$ cat src/design/wpl_pkg.sv
// Shared types and constants for the window pattern locator.
`timescale 1ns / 1ps
package wpl_pkg;

  localparam int BYTE_W          = 8;
  localparam int CFG_DATA_W      = 64;
  localparam int CFG_INDEX_W     = 2;
  localparam int PLEN_W          = 4;
  localparam int MAX_PATTERN_DEF = 8;
  localparam int MAX_WINDOW_DEF  = 65536;

  typedef logic [CFG_INDEX_W-1:0] cfg_index_t;

  localparam cfg_index_t REG_PATTERN_BYTES  = 2'd0;
  localparam cfg_index_t REG_PATTERN_LENGTH = 2'd1;
  localparam cfg_index_t REG_SEARCH_MODE    = 2'd2;

  typedef enum logic [1:0] {
    MODE_FIRST        = 2'd0,
    MODE_LAST         = 2'd1,
    MODE_ANCHOR_START = 2'd2,
    MODE_ANCHOR_END   = 2'd3
  } mode_t;

  typedef struct packed {
    logic [PLEN_W-1:0] len;
    mode_t             mode;
  } search_cfg_t;

endpackage

$ cat src/design/wpl_cell.sv
// History cell: compares its incoming window byte with its pattern byte and holds that byte for the next cell.
`timescale 1ns / 1ps
module wpl_cell
  import wpl_pkg::*;
#(
  parameter int MAX_PATTERN = MAX_PATTERN_DEF,
  parameter int AGE         = 0
) (
  input  logic                          clk,
  input  logic                          shift_en,
  input  logic [BYTE_W-1:0]             byte_in,
  input  logic [BYTE_W*MAX_PATTERN-1:0] pattern,
  input  logic [PLEN_W-1:0]             len,
  output logic [BYTE_W-1:0]             byte_out,
  output logic                          hit
);

  logic              active;
  logic [PLEN_W-1:0] pidx;
  logic [BYTE_W-1:0] pbyte;

  assign active = len > PLEN_W'(AGE);
  assign pidx   = len - PLEN_W'(AGE) - PLEN_W'(1);

  always_comb begin
    pbyte = '0;
    for (int j = 0; j < MAX_PATTERN; j++) begin
      if (pidx == PLEN_W'(j)) begin
        pbyte = pattern[BYTE_W*j +: BYTE_W];
      end
    end
  end

  assign hit = !active || (byte_in == pbyte);

  always_ff @(posedge clk) begin
    if (shift_en) begin
      byte_out <= byte_in;
    end
  end

endmodule

$ cat src/design/wpl_tracker.sv
// Window byte count, match start tracking and result selection.
`timescale 1ns / 1ps
module wpl_tracker
  import wpl_pkg::*;
#(
  parameter int MAX_WINDOW = MAX_WINDOW_DEF,
  parameter int CNT_W      = $clog2(MAX_WINDOW + 1),
  parameter int POS_W      = $clog2(MAX_WINDOW + 2)
) (
  input  logic             clk,
  input  logic             rst,
  input  logic             take,
  input  logic             final_byte,
  input  logic             match,
  input  search_cfg_t      cfg,
  output logic             shift_en,
  output logic             found,
  output logic [POS_W-1:0] position
);

  logic [CNT_W-1:0] count, count_next, count_inc, len_ext, start;
  logic [CNT_W-1:0] first_start, first_start_next;
  logic [CNT_W-1:0] last_start, last_start_next;
  logic             counting, hit_ok;

  assign counting  = count < CNT_W'(MAX_WINDOW);
  assign shift_en  = take && counting;
  assign count_inc = count + CNT_W'(1);
  assign len_ext   = CNT_W'(cfg.len);
  assign hit_ok    = (cfg.len != '0) && (count_inc >= len_ext) && match;
  assign start     = count_inc - len_ext + CNT_W'(1);

  always_comb begin
    count_next       = count;
    first_start_next = first_start;
    last_start_next  = last_start;
    if (counting) begin
      count_next = count_inc;
      if (hit_ok) begin
        last_start_next = start;
        if (first_start == '0) begin
          first_start_next = start;
        end
      end
    end
  end

  always_comb begin
    found    = 1'b0;
    position = '0;
    if (cfg.len == '0) begin
      found = 1'b1;
      if (cfg.mode == MODE_FIRST || cfg.mode == MODE_ANCHOR_START) begin
        position = POS_W'(1);
      end else begin
        position = POS_W'(count_next) + POS_W'(1);
      end
    end else begin
      unique case (cfg.mode)
        MODE_FIRST: begin
          found    = first_start_next != '0;
          position = POS_W'(first_start_next);
        end
        MODE_LAST: begin
          found    = last_start_next != '0;
          position = POS_W'(last_start_next);
        end
        MODE_ANCHOR_START: begin
          if (first_start_next == CNT_W'(1)) begin
            found    = 1'b1;
            position = POS_W'(cfg.len) + POS_W'(1);
          end
        end
        MODE_ANCHOR_END: begin
          if (last_start_next != '0 && count_next >= len_ext &&
              last_start_next == count_next - len_ext + CNT_W'(1)) begin
            found    = 1'b1;
            position = POS_W'(last_start_next);
          end
        end
        default: begin
          found    = 1'b0;
          position = '0;
        end
      endcase
    end
  end

  always_ff @(posedge clk) begin
    if (rst) begin
      count       <= '0;
      first_start <= '0;
      last_start  <= '0;
    end else if (take) begin
      if (final_byte) begin
        count       <= '0;
        first_start <= '0;
        last_start  <= '0;
      end else begin
        count       <= count_next;
        first_start <= first_start_next;
        last_start  <= last_start_next;
      end
    end
  end

`ifndef SYNTHESIS
  a_count_bound: assert property (@(posedge clk) disable iff (rst)
    count <= CNT_W'(MAX_WINDOW))
    else $error("byte count beyond window limit");

  a_first_before_last: assert property (@(posedge clk) disable iff (rst)
    first_start != '0 |-> last_start >= first_start && last_start != '0)
    else $error("first match start after last match start");

  a_start_in_window: assert property (@(posedge clk) disable iff (rst)
    last_start <= count)
    else $error("match start beyond byte count");

  a_window_clear: assert property (@(posedge clk) disable iff (rst)
    take && final_byte |=> count == '0 && first_start == '0 && last_start == '0)
    else $error("window state not cleared after final byte");
`endif

endmodule

$ cat src/design/window_pattern_locator_top.sv
// Top level of the window pattern locator: config, cell chain, tracker, output register.
// A final byte's result is valid in the cycle after its request is accepted.
// Throughput: one byte per cycle; the cell chain compares the pattern in parallel.
// A waiting result stalls input only until out_ready takes it.
// Reset (rst, synchronous): clears config, byte count, match starts and out_valid.
`timescale 1ns / 1ps
module window_pattern_locator_top
  import wpl_pkg::*;
#(
  parameter int MAX_PATTERN = MAX_PATTERN_DEF,
  parameter int MAX_WINDOW  = MAX_WINDOW_DEF,
  parameter int POS_W       = $clog2(MAX_WINDOW + 2)
) (
  input  logic                   clk,
  input  logic                   rst,
  input  logic                   cfg_write,
  input  cfg_index_t             cfg_index,
  input  logic [CFG_DATA_W-1:0]  cfg_data,
  input  logic                   in_valid,
  output logic                   in_ready,
  input  logic [BYTE_W-1:0]      text_byte,
  input  logic                   final_byte,
  output logic                   out_valid,
  input  logic                   out_ready,
  output logic                   found,
  output logic [POS_W-1:0]       position
);

  logic [BYTE_W*MAX_PATTERN-1:0] pattern;
  logic [PLEN_W-1:0]             pattern_length;
  mode_t                         search_mode;
  search_cfg_t                   cfg;
  logic                          take, shift_en, match, found_next;
  logic [POS_W-1:0]              position_next;
  logic [BYTE_W-1:0]             links [MAX_PATTERN];
  logic [MAX_PATTERN-1:0]        hits;

  always_ff @(posedge clk) begin
    if (rst) begin
      pattern        <= '0;
      pattern_length <= '0;
      search_mode    <= MODE_FIRST;
    end else if (cfg_write) begin
      unique case (cfg_index)
        REG_PATTERN_BYTES:  pattern        <= cfg_data[BYTE_W*MAX_PATTERN-1:0];
        REG_PATTERN_LENGTH: pattern_length <= cfg_data[PLEN_W-1:0];
        REG_SEARCH_MODE:    search_mode    <= mode_t'(cfg_data[1:0]);
        default: begin
        end
      endcase
    end
  end

  assign cfg.len  = (pattern_length > PLEN_W'(MAX_PATTERN)) ? PLEN_W'(MAX_PATTERN)
                                                            : pattern_length;
  assign cfg.mode = search_mode;

  assign in_ready = !out_valid || out_ready;
  assign take     = in_valid && in_ready;

  assign links[0] = text_byte;

  for (genvar a = 0; a < MAX_PATTERN; a++) begin : g_cell
    if (a < MAX_PATTERN - 1) begin : g_mid
      wpl_cell #(.MAX_PATTERN(MAX_PATTERN), .AGE(a)) u_cell (
        .clk      (clk),
        .shift_en (shift_en),
        .byte_in  (links[a]),
        .pattern  (pattern),
        .len      (cfg.len),
        .byte_out (links[a+1]),
        .hit      (hits[a])
      );
    end else begin : g_end
      wpl_cell #(.MAX_PATTERN(MAX_PATTERN), .AGE(a)) u_cell (
        .clk      (clk),
        .shift_en (shift_en),
        .byte_in  (links[a]),
        .pattern  (pattern),
        .len      (cfg.len),
        .byte_out (),
        .hit      (hits[a])
      );
    end
  end

  assign match = &hits;

  wpl_tracker #(
    .MAX_WINDOW (MAX_WINDOW),
    .CNT_W      ($clog2(MAX_WINDOW + 1)),
    .POS_W      (POS_W)
  ) u_tracker (
    .clk        (clk),
    .rst        (rst),
    .take       (take),
    .final_byte (final_byte),
    .match      (match),
    .cfg        (cfg),
    .shift_en   (shift_en),
    .found      (found_next),
    .position   (position_next)
  );

  always_ff @(posedge clk) begin
    if (rst) begin
      out_valid <= 1'b0;
    end else if (take && final_byte) begin
      out_valid <= 1'b1;
    end else if (out_ready) begin
      out_valid <= 1'b0;
    end
  end

  always_ff @(posedge clk) begin
    if (take && final_byte) begin
      found    <= found_next;
      position <= position_next;
    end
  end

endmodule
$ cat config.mk
export PLATFORM = sky130hd
export DESIGN_NAME = window_pattern_locator_top
export DESIGN_NICKNAME = d
export VERILOG_FILES = /design/src/design/wpl_pkg.sv /design/src/design/wpl_cell.sv /design/src/design/wpl_tracker.sv /design/src/design/window_pattern_locator_top.sv
export SDC_FILE = /design/constraint.sdc
export NUM_CORES = 1
export LEC_CHECK = 0
export CELL_PAD_IN_SITES_DETAIL_PLACEMENT = 0
export CELL_PAD_IN_SITES_GLOBAL_PLACEMENT = 1
export CORE_MARGIN = 10
export CORE_UTILIZATION = 40
export CTS_BUF_LIST = sky130_fd_sc_hd__clkbuf_16
export DETAILED_ROUTE_END_ITERATION = 6
export DONT_BUFFER_PORTS = 1
export HOLD_SLACK_MARGIN = 0.05
export PLACE_DENSITY_LB_ADDON = 0.25
export SETUP_SLACK_MARGIN = 0.2
export SLEW_MARGIN = 30
export SYNTH_ARGS = -nofsm -noshare
export SYNTH_HDL_FRONTEND = slang
export SYNTH_SLANG_ARGS = --single-unit
$ cat constraint.sdc
create_clock -name clk -period 6.9 [get_ports clk]
set_clock_uncertainty 0.1 [all_clocks]
set_input_delay 0.69 -clock clk [delete_from_list [all_inputs] [get_ports clk]]
set_output_delay 0.69 -clock clk [all_outputs]
set_load 0.005 [all_outputs]
======== Word level (Yosys, flattened, before mapping) ========
Cells that the tools add are included.
cells by class
  add/subtract/negate cells ............... 21
  multipliers ............................. 0
  divide/modulo/power cells ............... 0
  order comparisons ....................... 12
  equality and inequality tests ........... 71
  shift operators ......................... 0
  muxes and demuxes ....................... 84
  bitwise operators ....................... 0
  reductions and logical operators ........ 46
operator list
  operator                                                                number
  8-bit two-way mux                                                       64
  17-bit two-way mux                                                      13
  4-bit by 3-bit equality test with 1-bit output, second input constant   32
  17-bit by 1-bit adder with 17-bit output, second input constant         4
  17-bit one-hot mux with 4 select lines                                  1
  4-bit by 2-bit equality test with 1-bit output, second input constant   16
  8-bit equality test                                                     8
  4-bit zero test                                                         9
  17-bit by 4-bit >= comparator with 1-bit output                         2
  17-bit nonzero test                                                     2
  17-bit by 4-bit subtractor with 17-bit output                           2
  4-bit by 1-bit equality test with 1-bit output, second input constant   8
  4-bit by 1-bit subtractor with 4-bit output, second input constant      8
  17-bit by 1-bit equality test with 1-bit output, second input constant  1
  17-bit equality test                                                    1
  17-bit zero test                                                        1
  17-bit < comparator, second input constant                              1
  4-bit by 3-bit > comparator with 1-bit output, second input constant    4
  4-bit by 3-bit subtractor with 4-bit output, second input constant      4
  1-bit logical OR                                                        10
  1-bit zero test                                                         9
  4-bit by 1-bit > comparator with 1-bit output, second input constant    2
  4-bit by 2-bit > comparator with 1-bit output, second input constant    2
  8-bit AND reduction                                                     1
  other kinds (13)                                                        29
word-level totals
  bits in registers ....................... 196
  bits in latches ......................... 0
  RAM bits ................................ 0
  ROM bits ................................ 0
  input bits .............................. 80
  output and inout bits ................... 20
  word-level logic and storage cells ...... 250
  memories ................................ 0

======== Logic depth before layout (Yosys ltp) ========
  depth after elaboration ................. 25
  gate-level depth with buffers ........... 29
  gate-level depth less buffers ........... 23

======== Cells and area by module ========
From an unflattened synthesis, not the netlist that was laid out.
unflattened totals
  cell total of the unflattened synthesis .. 2269
  area total of the unflattened synthesis .. 20078.0 um^2
by module, submodules not included
  module                             times used  cells an instance  area an instance (um^2)  sequential area each (um^2)
  wpl_tracker                        1           907                7060.5                   1021.0
  window_pattern_locator_top         1           330                3791.1                   1961.9
  wpl_cell (g_cell[2].g_mid.u_cell)  1           170                1348.8                   240.2
  wpl_cell (g_cell[0].g_mid.u_cell)  1           161                1341.3                   240.2
  wpl_cell (g_cell[6].g_mid.u_cell)  1           163                1315.0                   240.2
  wpl_cell (g_cell[4].g_mid.u_cell)  1           153                1231.2                   240.2
  wpl_cell (g_cell[7].g_end.u_cell)  1           116                1097.3                   240.2
  wpl_cell (g_cell[1].g_mid.u_cell)  1           108                1052.3                   240.2
  wpl_cell (g_cell[3].g_mid.u_cell)  1           93                 950.9                    240.2
  wpl_cell (g_cell[5].g_mid.u_cell)  1           68                 889.6                    240.2

======== Worst setup path before layout ========
Ideal clock, no wire load.
  kind .................................... reg-to-reg
  start point ............................. register pattern_length[3]
  end point ............................... register position[10], data pin
  setup time .............................. 0.165 ns
  data arrival time ....................... 5.393 ns
  required time ........................... 6.635 ns
  setup slack ............................. 1.242 ns
  stages on the path, launching flop included .. 27
  path buffers ............................ 7
  period minus slack after synthesis ...... 5.658 ns
  path through ............................ dfxtp_1 > buf_4 > buf_6 > buf_4 > clkinv_1 > nand2_1 > inv_1 > ha_1 > buf_2 > buf_2 > inv_1 > clkbuf_1 > a2bb2oi_1 > nand3_1 > xor2_1 > nand4_1 > o41ai_1 > o2111ai_1 > nor3_2 > nand3_2 > nor2_4 > mux2_2 > or4_4 > nor4_4 > nand4_4 > buf_6 > o31ai_2
between the ends
  cells in the longest elaborated chain, start to end .. 25
  elaborated cells between the ends (all ways) .. 199
  those cells by class .................... 18 x add/sub; 11 x order compare; 65 x eq/ne; 73 x mux; 32 x reduce/logical
RTL lines
  element                                                              line                               RTL
  start: declaration                                                   window_pattern_locator_top.sv:30   logic [PLEN_W-1:0] pattern_length;
  start signal: assignment                                             window_pattern_locator_top.sv:46   REG_PATTERN_LENGTH: pattern_length <= cfg_data[PLEN_W-1:0];
  4-bit > comparator                                                   window_pattern_locator_top.sv:54   assign cfg.len = (pattern_length > PLEN_W'(MAX_PATTERN)) ? PLEN_W'(MAX_PATTERN)
  4-bit two-way mux (*)                                                window_pattern_locator_top.sv:54
  4-bit by 1-bit subtractor with 4-bit output (tied with other cells)  wpl_cell.sv:23                     assign pidx = len - PLEN_W'(AGE) - PLEN_W'(1);
  4-bit by 1-bit subtractor with 4-bit output                          wpl_cell.sv:23
  4-bit zero test                                                      wpl_cell.sv:28                     if (pidx == PLEN_W'(j)) begin
  8-bit two-way mux (8 in series)                                      wpl_cell.sv:28
  8-bit equality test                                                  wpl_cell.sv:34                     assign hit = !active || (byte_in == pbyte);
  1-bit logical OR                                                     wpl_cell.sv:34
  (+2 left out)                                                        n/a
  17-bit two-way mux                                                   wpl_tracker.sv:39                  if (hit_ok) begin
  17-bit two-way mux                                                   wpl_tracker.sv:37                  if (counting) begin
  17-bit nonzero test                                                  wpl_tracker.sv:75                  if (last_start_next != '0 && count_next >= len_ext &&
  1-bit logical AND (2 in series)                                      wpl_tracker.sv:75
  17-bit two-way mux                                                   wpl_tracker.sv:75
  17-bit one-hot mux with 4 select lines                               wpl_tracker.sv:59                  unique case (cfg.mode)
  17-bit two-way mux (*)                                               wpl_tracker.sv:51                  if (cfg.len == '0) begin
  net position_next[10]                                                window_pattern_locator_top.sv:34   logic [POS_W-1:0] position_next;
  end signal: assignment                                               window_pattern_locator_top.sv:118  position <= position_next;
  end: declaration                                                     window_pattern_locator_top.sv:26   output logic [POS_W-1:0] position
The timed path passes the listed nets; every way through them passes the cells marked *.
A chain may end at the register's enable or synchronous reset.

======== Worst setup path in the final report ========
  start point ............................. register u_tracker.count[3]
  end point ............................... register position[9], data pin
between the ends
  cells in the longest elaborated chain, start to end .. 12
  elaborated cells between the ends (all ways) .. 25
  those cells by class .................... 6 x add/sub; 3 x order compare; 1 x eq/ne; 10 x mux; 5 x reduce/logical
RTL lines
  element                                                                                            line                              RTL
  start: declaration                                                                                 wpl_tracker.sv:21                 logic [CNT_W-1:0] count, count_next, count_inc, len_ext, start;
  start signal: assignment                                                                           wpl_tracker.sv:100                count <= count_next;
  parallel branches: the longest is 11 deep, another holds 17-bit by 1-bit adder with 17-bit output  n/a
  17-bit two-way mux (*)                                                                             wpl_tracker.sv:51
  net position_next[9]                                                                               window_pattern_locator_top.sv:34
Mark *: on every way through the listed nets, which the timed path passes.

==> results.sh <==
export IMPL_status="complete, no violations"
export IMPL_synth_edff_count=74
export IMPL_post_route_period_util_pct=92.4
export IMPL_nets=2386
export IMPL_synthFlopType="dfxtp_1"
export IMPL_vias=18500
export IMPL_muxShareOfSynthArea_pct=2.23
export IMPL_placed_cell_area_sq_mm=0.0184
export IMPL_drt_wl_total_mm=90.7
export IMPL_top_usage_layer="met2"
export IMPL_fin_ws_ps=527
export IMPL_placedCellCount=2768
export IMPL_reg2regPathDepth=24
export IMPL_cp_max_fo=7
export IMPL_ctsHtreeMaxLevel=4
export IMPL_yosysTopAreaCell="dfxtp_1"
export IMPL_min_to="pattern[40]"
export IMPL_wl_per_cell_microns=32.4
export IMPL_core_area_sq_mm=0.0433
export IMPL_clockRootBuffer="clkbuf_16"
export IMPL_startpoint="u_tracker.count[3]"
export IMPL_gp_congestion=1.03
export IMPL_ir_worst_vdd_v=0.000141
export IMPL_die_y_microns=229
export IMPL_rrSetupSlack_ps=530
export IMPL_synthAdderAreaFrac_pct=7.22
export IMPL_synth_top_family_by_area="compound AO/OA/AOI/OAI gates"
export IMPL_synth_seq_cells=196
export IMPL_critPathMaxStageDelay_ps=450
export IMPL_yosysWarnings=0
export IMPL_cts_tree="done"
export IMPL_dieArea_sq_mm=0.0526
export IMPL_cp_num_buf_inv=2
export IMPL_worstHoldStart="rst"
export IMPL_grt_pass1_vias=17800
export IMPL_synth_area_leaders="dfxtp_1 14%, edfxtp_1 13%, a21oi_1 7.3%"
export IMPL_setup_violations=0
export IMPL_ios=100
export IMPL_rows=76
export IMPL_synth_xor_area_share_pct=7.49
export IMPL_gr_usage_met2_pct=55.2
export IMPL_worstMarginPinSlew_ps=1080
export IMPL_post_route_drc_count=0
export IMPL_synth_compound_area_share_pct=28.6
export IMPL_r2r_start="u_tracker.count[3]"
export IMPL_async_flop_share_pct=0
export IMPL_cellLeakagePower_nw=6.80
export IMPL_via_per_inst=6.58
export IMPL_drv_cap=0
export IMPL_startpoint_type="flop"
export IMPL_grt_start_max_net_pins=108
export IMPL_die_w_microns=229
export IMPL_cp_slowest_cell="dfxtp_1"
export IMPL_cts_sinks=196
export IMPL_fmax_ghz=0.157
export IMPL_syn_nets=2436
export IMPL_start_util_pct=40.5
export IMPL_antenna_found_initial=0
export IMPL_synth_top_cell_area_share_pct=13.9
export IMPL_hold_violations=0
export IMPL_rsz0062_at_grt="no"
export IMPL_critPathRequiredTime_ps=7100
export IMPL_fin_setup_tns_ps=0
export IMPL_drtPass1Iterations=6
export IMPL_cts_buffer_depth=2
export IMPL_most_common_layout_cells="281 x nand2_1, 256 x a21oi_1, 164 x nor2_1, 119 x dfxtp_1, 109 x buf_4"
export IMPL_hp_class="in -> reg"
export IMPL_area_delta_synth_final_pct=8.54
export IMPL_synth_simple_gate_area_share_pct=21.2
export IMPL_io_buffer_count=0
export IMPL_fin_area_sq_mm=0.0190
export IMPL_dp_slack_ps=41.4
export IMPL_worst_ep_arrival_time_ps=6570
export IMPL_grt_usage_pct=33.4
export IMPL_antenna_left=0
export IMPL_worstSetupPathType="reg -> reg"
export IMPL_power_density_mw_per_mm2=153
export IMPL_final_common_cell="nand2_1"
export IMPL_grt_use_met3_pct=6.22
export IMPL_nFillCells=4479
export IMPL_hold_buffers=0
export IMPL_ys_types=108
export IMPL_cts_made_buffers=17
export IMPL_clk_latency_ps=520
export IMPL_critPathTopFamily="simple AND/OR/NAND/NOR gates"
export IMPL_synth_seq_area_share_pct=26.6
export IMPL_grt_pass1_wl_mm=129
export IMPL_worstReg2RegEnd="position[9]"
export IMPL_slew_headroom_pct=27.6
export IMPL_clk_pin_slew_worst_paths_ps=80
export IMPL_final_cells=2805
export IMPL_drt_iter0_drc=2317
export IMPL_syn_area_per_cell_sq_um=7.78
export IMPL_hold_depth=1
export IMPL_finalCriticalPeriod_ps=6370
export IMPL_crit_path_end_kind="flop"
export IMPL_synthCells=2256
export IMPL_grtUsageMet1_pct=38.2
export IMPL_cp_cell_sequence="and3_1 -> and3_1 -> and3_1 -> and3_1 -> and3_1 -> and3_1 -> nand3_1 -> xor2_2 -> ha_1 -> nand4_1 -> nor2_1 -> nand4_1 -> a311oi_4 -> nand4_1 -> nor3_2 -> nand3_2 -> nor2_4 -> buf_12 -> mux2i_1 -> xnor3_1 -> nor4_4 -> nand4_4 -> buf_12 -> o41ai_1"
export IMPL_dp_hpwl_mm=69.0
export IMPL_postLayoutCoreUtil_pct=44.0
export IMPL_drive_gt1_share_pct=10.2
export IMPL_slew_violations=0
export IMPL_netlist_area_sq_mm=0.0175
export IMPL_worst_path_most_repeated_cell="and3_1"
export IMPL_overflow=0
[layer usage]
metal  wire, microns  vias up  share of wire [%]
met1           33900     8934                 37
met3            7110      314                7.8
met2           42500     1047                 47
met4            7230        0                8.0
met5               0        -                  0
li1                -     8163                  -
[report_power, final]
part	internal, W	total [W]	leakage, nW	switching, W
clock	0.000470	0.000987	0.276	0.000517
combinational	0.000193	0.000591	4.82	0.000399
sequential	0.00124	0.00133	1.70	0.0000846
total	0.00191	0.00291	6.80	0.00100
[logic make-up after synthesis]
group                      count (synthesis)
xor gates and xnor gates                 145
buffers and inverters                    263
adders and majority gates                100
DFF                                      196
muxes                                     38
AOI/OAI and AO/OA                        745
and+or+nand+nor                          769
[worst reg2reg max path: stages, from the launching register on]
cell and delay, ps:
dfxtp_1 450, and3_1 210, and3_1 220, and3_1 250, and3_1 240, and3_1 240
and3_1 220, nand3_1 130, xor2_2 280, ha_1 200, nand4_1 90, nor2_1 150
nand4_1 190, a311oi_4 450, nand4_1 250, nor3_2 210, nand3_2 240, nor2_4 250
buf_12 150, mux2i_1 280, xnor3_1 310, nor4_4 350, nand4_4 180, buf_12 180
o41ai_1 350
[stage by stage]
| step | hold WS, ps | power (W) |
|---|---|---|
| finish | 158 | 0.00291 |
| global route | 141 | 0.00300 |
| CTS | 124 | 0.00290 |
| detailed placement | 349 | 0.00192 |
| global placement | 332 | 0.00192 |
| floorplan | 324 | 0.00168 |
[Yosys cell counts (all sizes together) (42+ instances only)]
cell,instances
nand3,68
ha,98
nand2,282
clkbuf,92
nor2,169
inv,77
a22oi,42
dfxtp,122
xnor2,76
a21oi,257
edfxtp,74
o21ai,100
xor2,68
nor3,45
buf,92
[cell type report]
class                      instances  area [sq um]  area share, %
antenna                            1          2.50         0.0131
clock buffer                      17           425           2.23
clock inverter                    15           124          0.651
inverter                          79           299           1.57
multi-input combinational       1797         11900           62.2
sequential                       196          4670           24.5
tap                              585           732           3.84
timing repair buffer             115           938           4.93
[flip-flops by register name, summed over array words and instances (netlist names)]
name	count
g_cell.g_mid.u_cell.byte_out	56
found	1
pattern_length	4
position	17
u_tracker.last_start	17
u_tracker.first_start	17
pattern	64
search_mode	2
out_valid	1
u_tracker.count	17
[timing repair]
item | 4_1_cts | 5_1_grt
buffers inserted | 0 | 4
resized for setup | 1 | 6
pin swaps | 0 | 2
setup endpoints to repair | 17 | 17
[worst max-delay path by stage]
stage | to | slack, ps | cells past startpoint
finish | position[9] | 530 | 24
global route | position[13] | 220 | 24
CTS | position[5] | 260 | 24
detailed placement | position[5] | 40 | 24
global placement | position[12] | 220 | 24
floorplan | position[10] | 1240 | 26
Note: power is estimated with default switching activity, not from simulation.
